`src/rtl/bas_pkg.sv`:
```
// Shared constants, types and state codes for the split-only buddy allocator.
// No dependencies; every other file imports this package.
package bas_pkg;

	localparam int MAX_BLOCKS = 1024;
	localparam int IDX_W      = $clog2(MAX_BLOCKS);
	localparam int CNT_W      = IDX_W + 1;
	localparam int ORD_W      = 5;
	localparam int OWN_W      = 16;
	localparam int SIZE_W     = 31;

	typedef enum logic [1:0] {
		ST_OK       = 2'd0,
		ST_NO_FIT   = 2'd1,
		ST_OVERFLOW = 2'd2
	} status_t;

	localparam logic KIND_ALLOCATE = 1'b0;

	typedef struct packed {
		logic              kind;
		logic [OWN_W-1:0]  owner_id;
		logic [SIZE_W-1:0] request_size;
		logic [IDX_W-1:0]  block_index;
	} req_t;

	typedef struct packed {
		logic [1:0]       status;
		logic [CNT_W-1:0] block_count;
		logic [OWN_W-1:0] owner_at_index;
	} rsp_t;

	typedef struct packed {
		logic [ORD_W-1:0] order;
		logic [OWN_W-1:0] owner;
	} entry_t;

	typedef enum logic [3:0] {
		S_INIT,
		S_IDLE,
		S_SCAN_RD,
		S_SCAN_CHK,
		S_GRANT,
		S_DECIDE,
		S_SHIFT_RD,
		S_SHIFT_WR,
		S_FILL,
		S_RES_RD,
		S_RES
	} state_t;

	typedef struct packed {
		logic init;
		logic load;
		logic chk_adv;
		logic grant;
		logic decide;
		logic shift_wr;
		logic fill;
		logic rd_idx;
		logic res;
	} cmd_t;

	typedef struct packed {
		logic             is_query;
		logic             exact_hit;
		logic             scan_last;
		logic             found;
		logic             overflow;
		logic             tail_empty;
		logic             shift_last;
		logic             fill_last;
		logic             out_busy;
		logic [CNT_W-1:0] total;
	} stat_t;

endpackage

```
`src/rtl/bas_ctrl.sv`:
```
// Controller state machine sequencing scan, split, shift and result steps.
// Depends on bas_pkg.
module bas_ctrl (
	input  logic           clk,
	input  logic           arst_n,
	input  logic           in_valid,
	input  logic           cfg_valid,
	input  bas_pkg::stat_t stat,
	output bas_pkg::cmd_t  cmd,
	output logic           in_ready
);
	import bas_pkg::*;

	state_t state_q, state_d;

	always_ff @(posedge clk or negedge arst_n) begin
		if (!arst_n) begin
			state_q <= S_INIT;
		end else begin
			state_q <= state_d;
		end
	end

	always_comb begin
		state_d = state_q;
		case (state_q)
			S_INIT:     state_d = S_IDLE;
			S_IDLE: begin
				if (in_valid) state_d = S_SCAN_RD;
			end
			S_SCAN_RD: begin
				if (stat.is_query) state_d = S_RES_RD;
				else state_d = S_SCAN_CHK;
			end
			S_SCAN_CHK: begin
				if (stat.exact_hit) state_d = S_GRANT;
				else if (stat.scan_last) state_d = S_DECIDE;
				else state_d = S_SCAN_RD;
			end
			S_GRANT:    state_d = S_RES_RD;
			S_DECIDE: begin
				if (!stat.found || stat.overflow) state_d = S_RES_RD;
				else if (stat.tail_empty) state_d = S_FILL;
				else state_d = S_SHIFT_RD;
			end
			S_SHIFT_RD: state_d = S_SHIFT_WR;
			S_SHIFT_WR: begin
				if (stat.shift_last) state_d = S_FILL;
				else state_d = S_SHIFT_RD;
			end
			S_FILL: begin
				if (stat.fill_last) state_d = S_RES_RD;
			end
			S_RES_RD:   state_d = S_RES;
			S_RES: begin
				if (!stat.out_busy) state_d = S_IDLE;
			end
			default:    state_d = S_INIT;
		endcase
		if (cfg_valid) state_d = S_INIT;
	end

	always_comb begin
		cmd      = '0;
		in_ready = 1'b0;
		case (state_q)
			S_INIT: cmd.init = 1'b1;
			S_IDLE: begin
				in_ready = 1'b1;
				cmd.load = in_valid;
			end
			S_SCAN_CHK: cmd.chk_adv = !stat.exact_hit;
			S_GRANT:    cmd.grant = 1'b1;
			S_DECIDE:   cmd.decide = 1'b1;
			S_SHIFT_WR: cmd.shift_wr = 1'b1;
			S_FILL:     cmd.fill = 1'b1;
			S_RES_RD:   cmd.rd_idx = 1'b1;
			S_RES: begin
				cmd.rd_idx = 1'b1;
				cmd.res    = !stat.out_busy;
			end
			default: ;
		endcase
	end

endmodule

```
`config.mk`:
```
export PLATFORM = sky130hd
export DESIGN_NAME = bas_ctrl
export DESIGN_NICKNAME = d
export VERILOG_FILES = /design/src/rtl/bas_pkg.sv /design/src/rtl/bas_ctrl.sv
export SDC_FILE = /design/constraint.sdc
export NUM_CORES = 1
export LEC_CHECK = 0
export ABC_AREA = 1
export BUFFER_PORTS_ARGS = -buffer_cell sky130_fd_sc_hd__clkbuf_2
export CELL_PAD_IN_SITES_DETAIL_PLACEMENT = 1
export CELL_PAD_IN_SITES_GLOBAL_PLACEMENT = 1
export CORE_MARGIN = 1.5
export CORE_UTILIZATION = 27
export CTS_CLUSTER_SIZE = 20
export DETAILED_ROUTE_END_ITERATION = 6
export PLACE_DENSITY = 0.86
export SKIP_CTS_REPAIR_TIMING = 1
export SYNTH_ARGS = -nofsm -noshare
export SYNTH_HDL_FRONTEND = slang
export SYNTH_SLANG_ARGS = --single-unit
export TNS_END_PERCENT = 50
```
`constraint.sdc`:
```
create_clock -name clk -period 2.3 [get_ports clk]
set_input_delay 0.23 -clock clk [delete_from_list [all_inputs] [get_ports clk]]
set_output_delay 0.23 -clock clk [all_outputs]
set_load 0.005 [all_outputs]
```
[Yosys cells after proc, flatten, opt, wreduce, memory -nomap -nowiden]
Cells that the tools add are included.
Cells by class
  muxes and demuxes: 21
  equality and inequality tests: 13
  reduce and logical (&&, ||, !) cells: 7
Operators by type and width (number)
  case mux 4 bit (11 select lines): 1
  two-way mux 4 bit: 8
  == test 4 x 3 -> 1 bit (second input constant): 4
  == test 4 bit (second input constant): 3
  two-way mux 1 bit: 10
  != test 3 bit (second input constant): 3
  == test 4 x 2 -> 1 bit (second input constant): 2
  two-way mux 3 bit: 2
  == test 4 x 1 -> 1 bit (second input constant): 1
  logical NOT 4 bit: 1
  logical NOT 1 bit: 3
  AND reduction 3 bit: 1
  OR reduction 2 bit: 1
  logical OR 1 bit: 1
Storage, ports and cells
  bits of input ports: 24
  register bits: 4
  word-level logic and storage cells: 42
  output and inout bits: 10

[Depth between registers and ports, before layout]
Gate-level depths: netlist of the first run.
  word-level depth: 5
  mapped depth: 9

[Worst setup path after synthesis of the first run]
Ideal clock, no wire load.
  path type: reg2out
  from: reg state_q[1]
  to: out cmd[7] (netlist name)
  arrival: 0.874 ns
  path buffers: 0
  cell stages (with the launch flop): 4
  slack: 1.196 ns
  required time: 2.070 ns
  cell sequence: dfrtp_1 inv_1 nand2_1 nor3_1
RTL lines
  start, declared: RTL line bas_ctrl.sv:14  | state_t state_q, state_d;
  start signal, assigned: RTL line bas_ctrl.sv:20  | state_q <= state_d;
  end, declared: RTL line bas_ctrl.sv:9  | output bas_pkg::cmd_t cmd,

==> results of run 1 <==
cell usage after synthesis:
master                     instances
sky130_fd_sc_hd__nor2_1           10
sky130_fd_sc_hd__nor3_1            3
sky130_fd_sc_hd__a21oi_1           1
sky130_fd_sc_hd__nor2_2            3
sky130_fd_sc_hd__nand2_2           2
sky130_fd_sc_hd__nor2_4            4
sky130_fd_sc_hd__nand3_1          11
sky130_fd_sc_hd__a21oi_2           2
sky130_fd_sc_hd__o211ai_2          1
sky130_fd_sc_hd__inv_2             3
sky130_fd_sc_hd__dfrtp_1           4
sky130_fd_sc_hd__nand3b_1          1
sky130_fd_sc_hd__inv_1            15
sky130_fd_sc_hd__nand2_1          24
sky130_fd_sc_hd__o21ai_1           1
sky130_fd_sc_hd__nor3_2            1
sky130_fd_sc_hd__nand4_1           1
worst min-delay path by stage:
stage	from	endpoint
floorplan	arst_n	state_q[0]
global placement	arst_n	state_q[1]
detailed placement	arst_n	state_q[0]
CTS	arst_n	state_q[0]
global route	in_valid	state_q[0]
finish	in_valid	state_q[0]
worst max-delay path: stages (launching register included):
cell,delay [ns]
sky130_fd_sc_hd__dfrtp_1,0.41
sky130_fd_sc_hd__inv_1,0.14
sky130_fd_sc_hd__nand2_1,0.17
sky130_fd_sc_hd__nor3_1,0.21
sky130_fd_sc_hd__clkbuf_2,0.14
power groups by stage:
| stage | combinational [uW] | clock, uW | sequential [uW] |
|---|---|---|---|
| CTS | 335 | 87.5 | 129 |
| finish | 334 | 81.7 | 129 |
| floorplan | 227 | 0 | 122 |
| detailed placement | 334 | 0 | 129 |
| global placement | 322 | 0 | 128 |
| global route | 383 | 88.9 | 132 |
layout make-up:
cell class / instances / area (um^2)
inverter: 18 / 67.56
clock buffer: 3 / 22.52
timing repair buffer: 23 / 120.1
multi-input combinational: 65 / 337.8
sequential: 4 / 100.1
fill: 252 / 1066
tap: 25 / 31.28
layer usage:
layer  vias up  wire, um
met5         -         0
met4         0         0
met3         0        14
met2         7       825
met1       292       686
li1        323         -
per-stage QoR:
stage,power [uW],instance area (um^2),util
floorplan,349.4,505.5,-
global placement,450.2,646.9,0.3706
detailed placement,463.6,646.9,0.3706
CTS,550.9,669.4,0.3835
global route,603.5,679.4,0.3892
finish,544.8,679.4,0.3892
logic make-up after synthesis:
| logic type | after synthesis | share of synthesized area |
|---|---|---|
| AO/OA/AOI/OAI | 5 | 0.07919 |
| buffers and inverters | 18 | 0.1337 |
| flip-flops | 4 | 0.1980 |
| AND/OR/NAND/NOR | 60 | 0.5891 |
==> implementation parameters, run 1 <==
Parameter                              Value

Outcome
  Status    finished clean

Placed design
  Cell count after placement    134
  DP HPWL    1.352 mm
  Pre-CTS setup slack    1.012 ns
  RD Place Congestion    0.7990
  IO buf count    22

Pwr
  Combinational share of power    0.613
  Largest voltage drop on the vdd net    0.0004312 V
  Proportion of total power due to net switching    0.5182
  Clock network fraction of total power    0.150
  Net Switching    282.3 uW
  Total power density per cell area    801.8 nW/um^2
  Seq pwr share    0.237
  Total leakage power    0.0003952 uW
  Internal power    262.5 uW

Cells and area
  Reg with most FFs    state_q
  Area growth from synthesis to layout    34.41%
  Largest register FFs    4
  Fraction of final layout cells sized beyond drive strength 1    0.3628
  Antenna Diode Count    0
  Most common cell after layout, fill and taps aside    sky130_fd_sc_hd__nand2_1
  Final standard cell count with taps included and fillers excluded    138
  Leading cell types in the layout, fill and taps excluded    sky130_fd_sc_hd__nand2_1, sky130_fd_sc_hd__clkbuf_2, sky130_fd_sc_hd__inv_1
  Net count, final    139
  Regs by FF count    state_q x4

STA
  Slew at the pin with the worst max-slew slack    0.3912 ns
  Final Hold Violating Endpoints    0
  Setup TNS    0 ns
  Worst slack on hold paths    0.3162 ns
  RSZ-0062 raised after global routing    false
  Post-route fraction of the period consumed by the critical path    0.6688
  Number of slew-limit violations in the final report    0
  Maximum operating frequency    650.1 MHz
  Final critical delay including setup and external delays    1.538 ns
  Clock Skews    0.002005 ns
  Finish-stage setup viols    0
  Final setup margin    0.7618 ns
  Relative slew slack    0.7372

Routing
  Vias per cell    4.507
  Final Routed Wirelength    1.526 mm
  Final routed DRC violation total    0
  Vias    622
  Average detailed-routed wire length per instance    11.06 um
  First-pass iteration count of the detailed router    1
  Starting DRT DRC Count    0
  Count of antenna-violating nets left after detailed routing    0

Synth
  Post-synthesis sequential area ratio    0.1980
  Number of distinct library cells after synthesis    17
  Area share of the largest cell type after synthesis    0.1980
  Mean instance size in the synthesized netlist    5.810 um^2
  Cell types with the largest area share after synthesis    sky130_fd_sc_hd__dfrtp_1, sky130_fd_sc_hd__nand2_1, sky130_fd_sc_hd__inv_1
  Number of register bits inferred by synthesis    4
  Number of nets in the synthesized netlist    111
  Number of instances in the synthesized netlist    87
  Warning count from the yosys run    0
  Post-synthesis instance area    505.5 um^2
  Largest area contributor in the netlist    sky130_fd_sc_hd__dfrtp_1

Global routing
  Overall routing resource usage    0.1641
  GRT met3 Usage    0
  Routing layer with the top usage in global route    met2
  Vias in the first global route    614
  Met2 GRT Util    0.2917
  Maximum number of pins on one net before global-route repair    6
  Wire length of the first global-routing pass    2.553 mm
  Total congestion overflow after global routing    0
  Initial antenna violation count    0
  Met1 global-route usage    0.2146

CTS
  Master cell of the clock root buffer    sky130_fd_sc_hd__clkbuf_4
  Clock latency at the later pin of the worst-skew pair    0.23 ns
  TritonCTS clock tree    done
  CTS buffer count    3
  H-tree lvl count    1
  Post-CTS clock slew at the launch and capture registers of the worst setup and hold paths    0.04 ns
  Total clock sinks    4
  Longest Clk Path Bufs    2

Min path
  Min-delay worst type    input port to register
  Worst hold path depth    4

Worst setup path
  CP Data Arrival Time    1.31 ns
  Cell depth of the worst flop-to-flop path    8
  Critical Path RT    2.07 ns
  Category of the worst setup path capture point    output pin
  Endpoint of the lowest-slack register-to-register path    state_q[1]
  Slack of the worst reg-to-reg path    1.03 ns
  Critical path fanouts, max    4
  WS Path Type    register to output pin
  Startpoint types    register
  Critical register-to-register path startpoint    state_q[0]
  Timing endpoint of the critical path    cmd[7]
  Worst setup path startpoint    state_q[1]

Floorplanning
  Number of cell rows    15
  DIE HEIGHT    46.27 um
  Starting density of the core    0.2896
  Die Width    46.27 um
  Core area    1745 um^2
  Total I/O pin count    34
  Die footprint    2141 um^2

Run
  Max Cap Viol    0
Power figures use the tool's default switching activity.
==> run 2: changes to the inputs <==
--- a/config.mk
+++ b/config.mk
@@ -10,10 +10,10 @@
 export CELL_PAD_IN_SITES_DETAIL_PLACEMENT = 1
 export CELL_PAD_IN_SITES_GLOBAL_PLACEMENT = 1
 export CORE_MARGIN = 1.5
-export CORE_UTILIZATION = 27
+export CORE_UTILIZATION = 22
 export CTS_CLUSTER_SIZE = 20
 export DETAILED_ROUTE_END_ITERATION = 6
-export PLACE_DENSITY = 0.86
+export PLACE_DENSITY = 0.75
 export SKIP_CTS_REPAIR_TIMING = 1
 export SYNTH_ARGS = -nofsm -noshare
 export SYNTH_HDL_FRONTEND = slang
==> constraint.sdc (replaced) <==
create_clock -name clk -period 1.3 [get_ports clk]
set_input_delay 0.13 -clock clk [delete_from_list [all_inputs] [get_ports clk]]
set_output_delay 0.13 -clock clk [all_outputs]
set_load 0.005 [all_outputs]
==> implementation parameters, run 2 (same netlist as run 1, synthesis figures left out) <==
Parameter                              Value

Outcome
  Status    finished with violations
  Violations in the final reports    negative setup slack

Cells and area
  Antenna Diode Count    0 (unchanged)
  Multi-input combinational cell area    399.1 um^2 (+18%)
  Area growth from synthesis to layout    60.64%
  Number of filler cells placed in the layout    303 (+20%)
  Leading cell types in the layout, fill and taps excluded    sky130_fd_sc_hd__nand2_1, sky130_fd_sc_hd__clkbuf_2, sky130_fd_sc_hd__inv_1
  Regs by FF count    state_q x4
  Finished Core Util    0.3706 (-0.01860)
  Fraction of final layout cells sized beyond drive strength 1    0.5455 (+0.1826)
  Net count, final    147 (+5.8%)
  Area taken by flip-flops and latches    105.1 um^2 (+5.0%)
  Largest register FFs    4 (unchanged)
  Reg with most FFs    state_q
  Post-route design area    812.0 um^2 (+20%)

CTS
  Post-CTS clock slew at the launch and capture registers of the worst setup and hold paths    0.04 ns (about the same)
  Master cell of the clock root buffer    sky130_fd_sc_hd__clkbuf_4
  Clock latency at the later pin of the worst-skew pair    0.23 ns (about the same)
  Total clock sinks    4 (unchanged)
  Longest Clk Path Bufs    2 (unchanged)
  TritonCTS clock tree    done
  H-tree lvl count    1 (unchanged)
  CTS buffer count    3 (unchanged)

Pwr
  Largest voltage drop on the vdd net    0.0007035 V (+63%)
  Total power density per cell area    1560 nW/um^2 (+95%)
  Final Total Pwr    1267 uW (+130%)
  Total leakage power    0.0004473 uW (+13%)

STA
  Final critical delay including setup and external delays    1.325 ns
  Relative slew slack    0.7596 (+0.02241)
  Number of slew-limit violations in the final report    0 (unchanged)
  Final setup margin    -0.02451 ns (-0.7863 ns)
  RSZ-0062 raised after global routing    true
  Final Hold Violating Endpoints    0 (unchanged)
  Post-route fraction of the period consumed by the critical path    1.019
  Finish-stage setup viols    3 (+3)
  Slew at the pin with the worst max-slew slack    0.3579 ns (-0.03335 ns)
  Maximum operating frequency    755.0 MHz
  Clock Skews    0.003152 ns (+0.001147 ns)

Worst setup path
  Cell-by-cell trace of the critical path    inv_4, nor2_4, inv_2, nor3_2, buf_2
  CP max-delay cell    sky130_fd_sc_hd__dfrtp_2
  Category of the worst setup path capture point    output pin
  WS Path Type    register to output pin
  CP Data Arrival Time    1.19 ns (-0.12 ns)
  Critical path fanouts, max    4 (unchanged)
  Startpoint types    register
  Worst setup path startpoint    state_q[3]
  Critical register-to-register path startpoint    state_q[1]
  Critical Path RT    1.17 ns (-0.90 ns)
  Slowest cell delay on critical path    0.41 ns (about the same)

Routing
  Final routed DRC violation total    0 (unchanged)
  Starting DRT DRC Count    2 (+2)
  Vias per cell    4.443 (-1.4%)
  Final Routed Wirelength    1.693 mm (+11%)
  Vias    662 (+6.4%)
  Count of antenna-violating nets left after detailed routing    0 (unchanged)
  Average detailed-routed wire length per instance    11.36 um (+2.8%)
  First-pass iteration count of the detailed router    2 (+1)

Placed design
  RD Place Congestion    0.8580 (+7.4%)
  IO buf count    22 (unchanged)
  Placed Area    650.6 um^2 (+0.58%)
  DP HPWL    1.288 mm (-4.7%)

Global routing
  Vias in the first global route    599 (-2.4%)
  Wire length of the first global-routing pass    2.470 mm (-3.3%)
  Total congestion overflow after global routing    0 (unchanged)
  Maximum number of pins on one net before global-route repair    6 (unchanged)
  Initial antenna violation count    0 (unchanged)
  Overall routing resource usage    0.1239 (-0.04020)

Floorplanning
  Die footprint    2594 um^2 (+21%)
  Starting density of the core    0.2307 (-0.05888)
  Core area    2191 um^2 (+26%)
  Number of cell rows    17 (+2)
  Die Width    50.94 um (+10%)
  DIE HEIGHT    50.94 um (+10%)
  Total I/O pin count    34 (unchanged)

Min path
  HP Start    in_valid
  Min-delay worst type    input port to register

Run
  Max Cap Viol    0 (unchanged)
==> run 2: worst max-delay path, delay by kind of cell (launching register included) <==
kind | cells | cell delay, ns
flip-flops | 1 | 0.41
AND/OR/NAND/NOR | 2 | 0.28
buffers and inverters | 3 | 0.27
==> run 2: layer usage <==
metal / up-vias / global-route usage / share of wire
met5: - / 0 / 0
met4: 0 / 0.05405 / 0
met3: 0 / 0.01754 / 0.017
met2: 6 / 0.2273 / 0.58
met1: 317 / 0.1406 / 0.40
li1: 339 / - / -
==> run 2: where the power goes <==
group	switching (uW)	total [uW]	internal, uW
sequential	94.3	265	170
clock	50.5	154	103
combinational	491	848	357
==> run 2: layout make-up <==
class,instances,area share
clock buffer,3,0.02773
tap,28,0.04314
inverter,18,0.08629
multi-input combinational,65,0.4915
sequential,4,0.1294
timing repair buffer,31,0.2219
==> run 2: path summary, 6_finish.rpt <==
path / endpoint / depth (start not counted) / slack [ns]
max in group asynchronous: state_q[3] / 2 / 0.91
min in group asynchronous: state_q[0] / 2 / 0.24
setup / recovery: cmd[0] / 5 / -0.02
hold / removal: state_q[0] / 4 / 0.22
hold reg to reg: state_q[2] / 3 / 0.72
setup reg to reg: state_q[1] / 9 / 0.01
==> run 2: through the flow <==
step | TNS, ns | setup WS, ns | instances | hold WS, ns
6_report | -0.04059 | -0.02451 | 149 | 0.2168
5_1_grt | -0.7835 | -0.1067 | 149 | 0.2314
4_1_cts | -0.8392 | -0.1488 | 140 | -0.3076
3_5_place_dp | 0 | 0.05691 | 137 | -0.05352
3_3_place_gp | 0 | 0.07472 | 137 | -0.05807
2_1_floorplan | 0 | 0.1968 | 87 | -0.1656
==> run 3: changes to the inputs <==
--- a/config.mk
+++ b/config.mk
@@ -9,7 +9,7 @@
 export BUFFER_PORTS_ARGS = -buffer_cell sky130_fd_sc_hd__clkbuf_2
 export CELL_PAD_IN_SITES_DETAIL_PLACEMENT = 1
 export CELL_PAD_IN_SITES_GLOBAL_PLACEMENT = 1
-export CORE_MARGIN = 1.5
+export CORE_MARGIN = 5
 export CORE_UTILIZATION = 22
 export CTS_CLUSTER_SIZE = 20
 export DETAILED_ROUTE_END_ITERATION = 6
==> implementation parameters, run 3 (same netlist as run 1, synthesis figures left out) <==
Parameter                              Value

Outcome
  Status    finished with violations
  Violations in the final reports    negative setup slack

Placed design
  RD Place Congestion    0.8105 (-5.5%)
  Pre-CTS setup slack    0.04085 ns (-0.01606 ns)
  Placed Area    650.6 um^2 (unchanged)
  IO buf count    22 (unchanged)
  Cell count after placement    137 (unchanged)
  DP HPWL    1.460 mm (+13%)

STA
  RSZ-0062 raised after global routing    true
  Clock Skews    0.004514 ns (+0.001362 ns)
  Final setup margin    -0.04861 ns (-0.02410 ns)
  Relative slew slack    0.7583 (-0.001281)
  Maximum operating frequency    741.5 MHz (-1.8%)
  Final Hold Violating Endpoints    0 (unchanged)
  Finish-stage setup viols    8 (+5)
  Slew at the pin with the worst max-slew slack    0.3598 ns (+0.001906 ns)
  Post-route fraction of the period consumed by the critical path    1.037 (+0.01854)
  Final critical delay including setup and external delays    1.349 ns (+0.02410 ns)
  Number of slew-limit violations in the final report    0 (unchanged)

Cells and area
  Net count, final    143 (-2.7%)
  Regs by FF count    state_q x4
  Fraction of final layout cells sized beyond drive strength 1    0.5128 (-0.03263)
  Number of filler cells placed in the layout    308 (+1.7%)
  Reg with most FFs    state_q
  Post-route design area    769.5 um^2 (-5.2%)
  Finished Core Util    0.3479 (-0.02279)
  Antenna Diode Count    0 (unchanged)
  Final standard cell count with taps included and fillers excluded    145 (-2.7%)
  Largest register FFs    4 (unchanged)
  Most common cell after layout, fill and taps aside    sky130_fd_sc_hd__nand2_1
  Area growth from synthesis to layout    52.23%
  Leading cell types in the layout, fill and taps excluded    sky130_fd_sc_hd__nand2_1, sky130_fd_sc_hd__clkbuf_2, sky130_fd_sc_hd__inv_1

Min path
  Min-delay worst type    input port to register

Global routing
  Initial antenna violation count    0 (unchanged)
  Total congestion overflow after global routing    0 (unchanged)
  Maximum number of pins on one net before global-route repair    6 (unchanged)
  Wire length of the first global-routing pass    2.753 mm (+11%)
  Vias in the first global route    652 (+8.8%)
  Overall routing resource usage    0.1046 (-0.01931)

CTS
  TritonCTS clock tree    done
  H-tree lvl count    1 (unchanged)
  Longest Clk Path Bufs    2 (unchanged)
  CTS buffer count    3 (unchanged)
  Master cell of the clock root buffer    sky130_fd_sc_hd__clkbuf_4
  Post-CTS clock slew at the launch and capture registers of the worst setup and hold paths    0.04 ns (about the same)
  Clock latency at the later pin of the worst-skew pair    0.23 ns (about the same)
  Total clock sinks    4 (unchanged)

Floorplanning
  Die Width    57.94 um (+14%)
  Starting density of the core    0.2285 (-0.002219)
  Total I/O pin count    34 (unchanged)
  Number of cell rows    17 (unchanged)
  Core area    2212 um^2 (+0.97%)
  DIE HEIGHT    57.94 um (+14%)
  Die footprint    3356 um^2 (+29%)

Run
  Max Cap Viol    0 (unchanged)

Pwr
  Seq pwr share    0.215 (+0.006)
  Largest voltage drop on the vdd net    0.0007878 V (+12%)
  Net Switching    612.8 uW (-3.7%)
  Proportion of total power due to net switching    0.5227 (+0.02047)
  Total leakage power    0.0004264 uW (-4.7%)
  Clock network fraction of total power    0.129 (+0.008)
  Total power density per cell area    1524 nW/um^2 (-2.3%)
  Combinational share of power    0.656 (-0.014)
  Internal power    559.7 uW (-11%)

Routing
  Vias    661 (-0.15%)
  Final routed DRC violation total    0 (unchanged)
  Count of antenna-violating nets left after detailed routing    0 (unchanged)
  Starting DRT DRC Count    6 (+4)
  First-pass iteration count of the detailed router    4 (+2)
  Vias per cell    4.559 (+2.6%)
  Average detailed-routed wire length per instance    12.24 um (+7.7%)
  Final Routed Wirelength    1.775 mm (+4.8%)

Worst setup path
  Category of the worst setup path capture point    output pin
  Startpoint types    register
  CP Data Arrival Time    1.22 ns (+0.03 ns)
  WS Path Type    register to output pin
  Critical Path RT    1.17 ns (about the same)
  Critical path fanouts, max    4 (unchanged)
[run 3: worst paths after layout]
check | startpoint | endpoint | slack, ns | depth (start not counted)
worst max-delay path | state_q[1] | cmd[0] | -0.05 | 5
worst min-delay path | stat[11] | state_q[1] | 0.22 | 3
worst max register to register | state_q[1] | state_q[1] | 0 | 9
worst min register to register | state_q[3] | state_q[2] | 0.71 | 3
max in group asynchronous | arst_n | state_q[2] | 0.92 | 2
min in group asynchronous | arst_n | state_q[1] | 0.23 | 2
[run 3: final cells by class]
cell class              instances  area [um^2]  area share
multi-input cells              65        385.4      0.5008
inverters                      18        72.57     0.09431
flip-flops and latches          4        103.9      0.1350
repair buffers                 27        150.1      0.1951
well taps                      28        35.03     0.04553
clock buffers                   3        22.52     0.02927
[run 3: stage by stage]
stage | hold slack (ns) | power, uW | TNS, ns
2_1_floorplan | -0.1656 | 618.2 | 0
5_1_grt | 0.2374 | 1284 | -0.9303
4_1_cts | -0.3098 | 989.6 | -0.9226
3_5_place_dp | -0.05736 | 830.3 | 0
6_report | 0.2224 | 1173 | -0.1660
3_3_place_gp | -0.06123 | 811.9 | 0
[run 3: power groups by stage]
stage | Sequential [uW] | Clock (uW) | Combinational (uW)
detailed placement | 228 | 0 | 603
global route | 260 | 172 | 852
CTS | 226 | 159 | 605
global placement | 224 | 0 | 588
finish | 252 | 151 | 770
floorplan | 216 | 0 | 402
[run 3: per-layer routing]
layer / vias up / track usage / routed length (um)
met5: - / 0 / 0
met4: 0 / 0.03974 / 27
met3: 4 / 0.02004 / 77
met2: 15 / 0.1968 / 986
met1: 310 / 0.1139 / 684
li1: 332 / - / -
[run 3: worst max-delay path, stage by stage, from the launching register on]
cell and delay [ns]:
sky130_fd_sc_hd__dfrtp_1 0.40, sky130_fd_sc_hd__inv_2 0.08, sky130_fd_sc_hd__nor2_4 0.16, sky130_fd_sc_hd__inv_2 0.07, sky130_fd_sc_hd__nor3_2 0.14, sky130_fd_sc_hd__buf_2 0.13
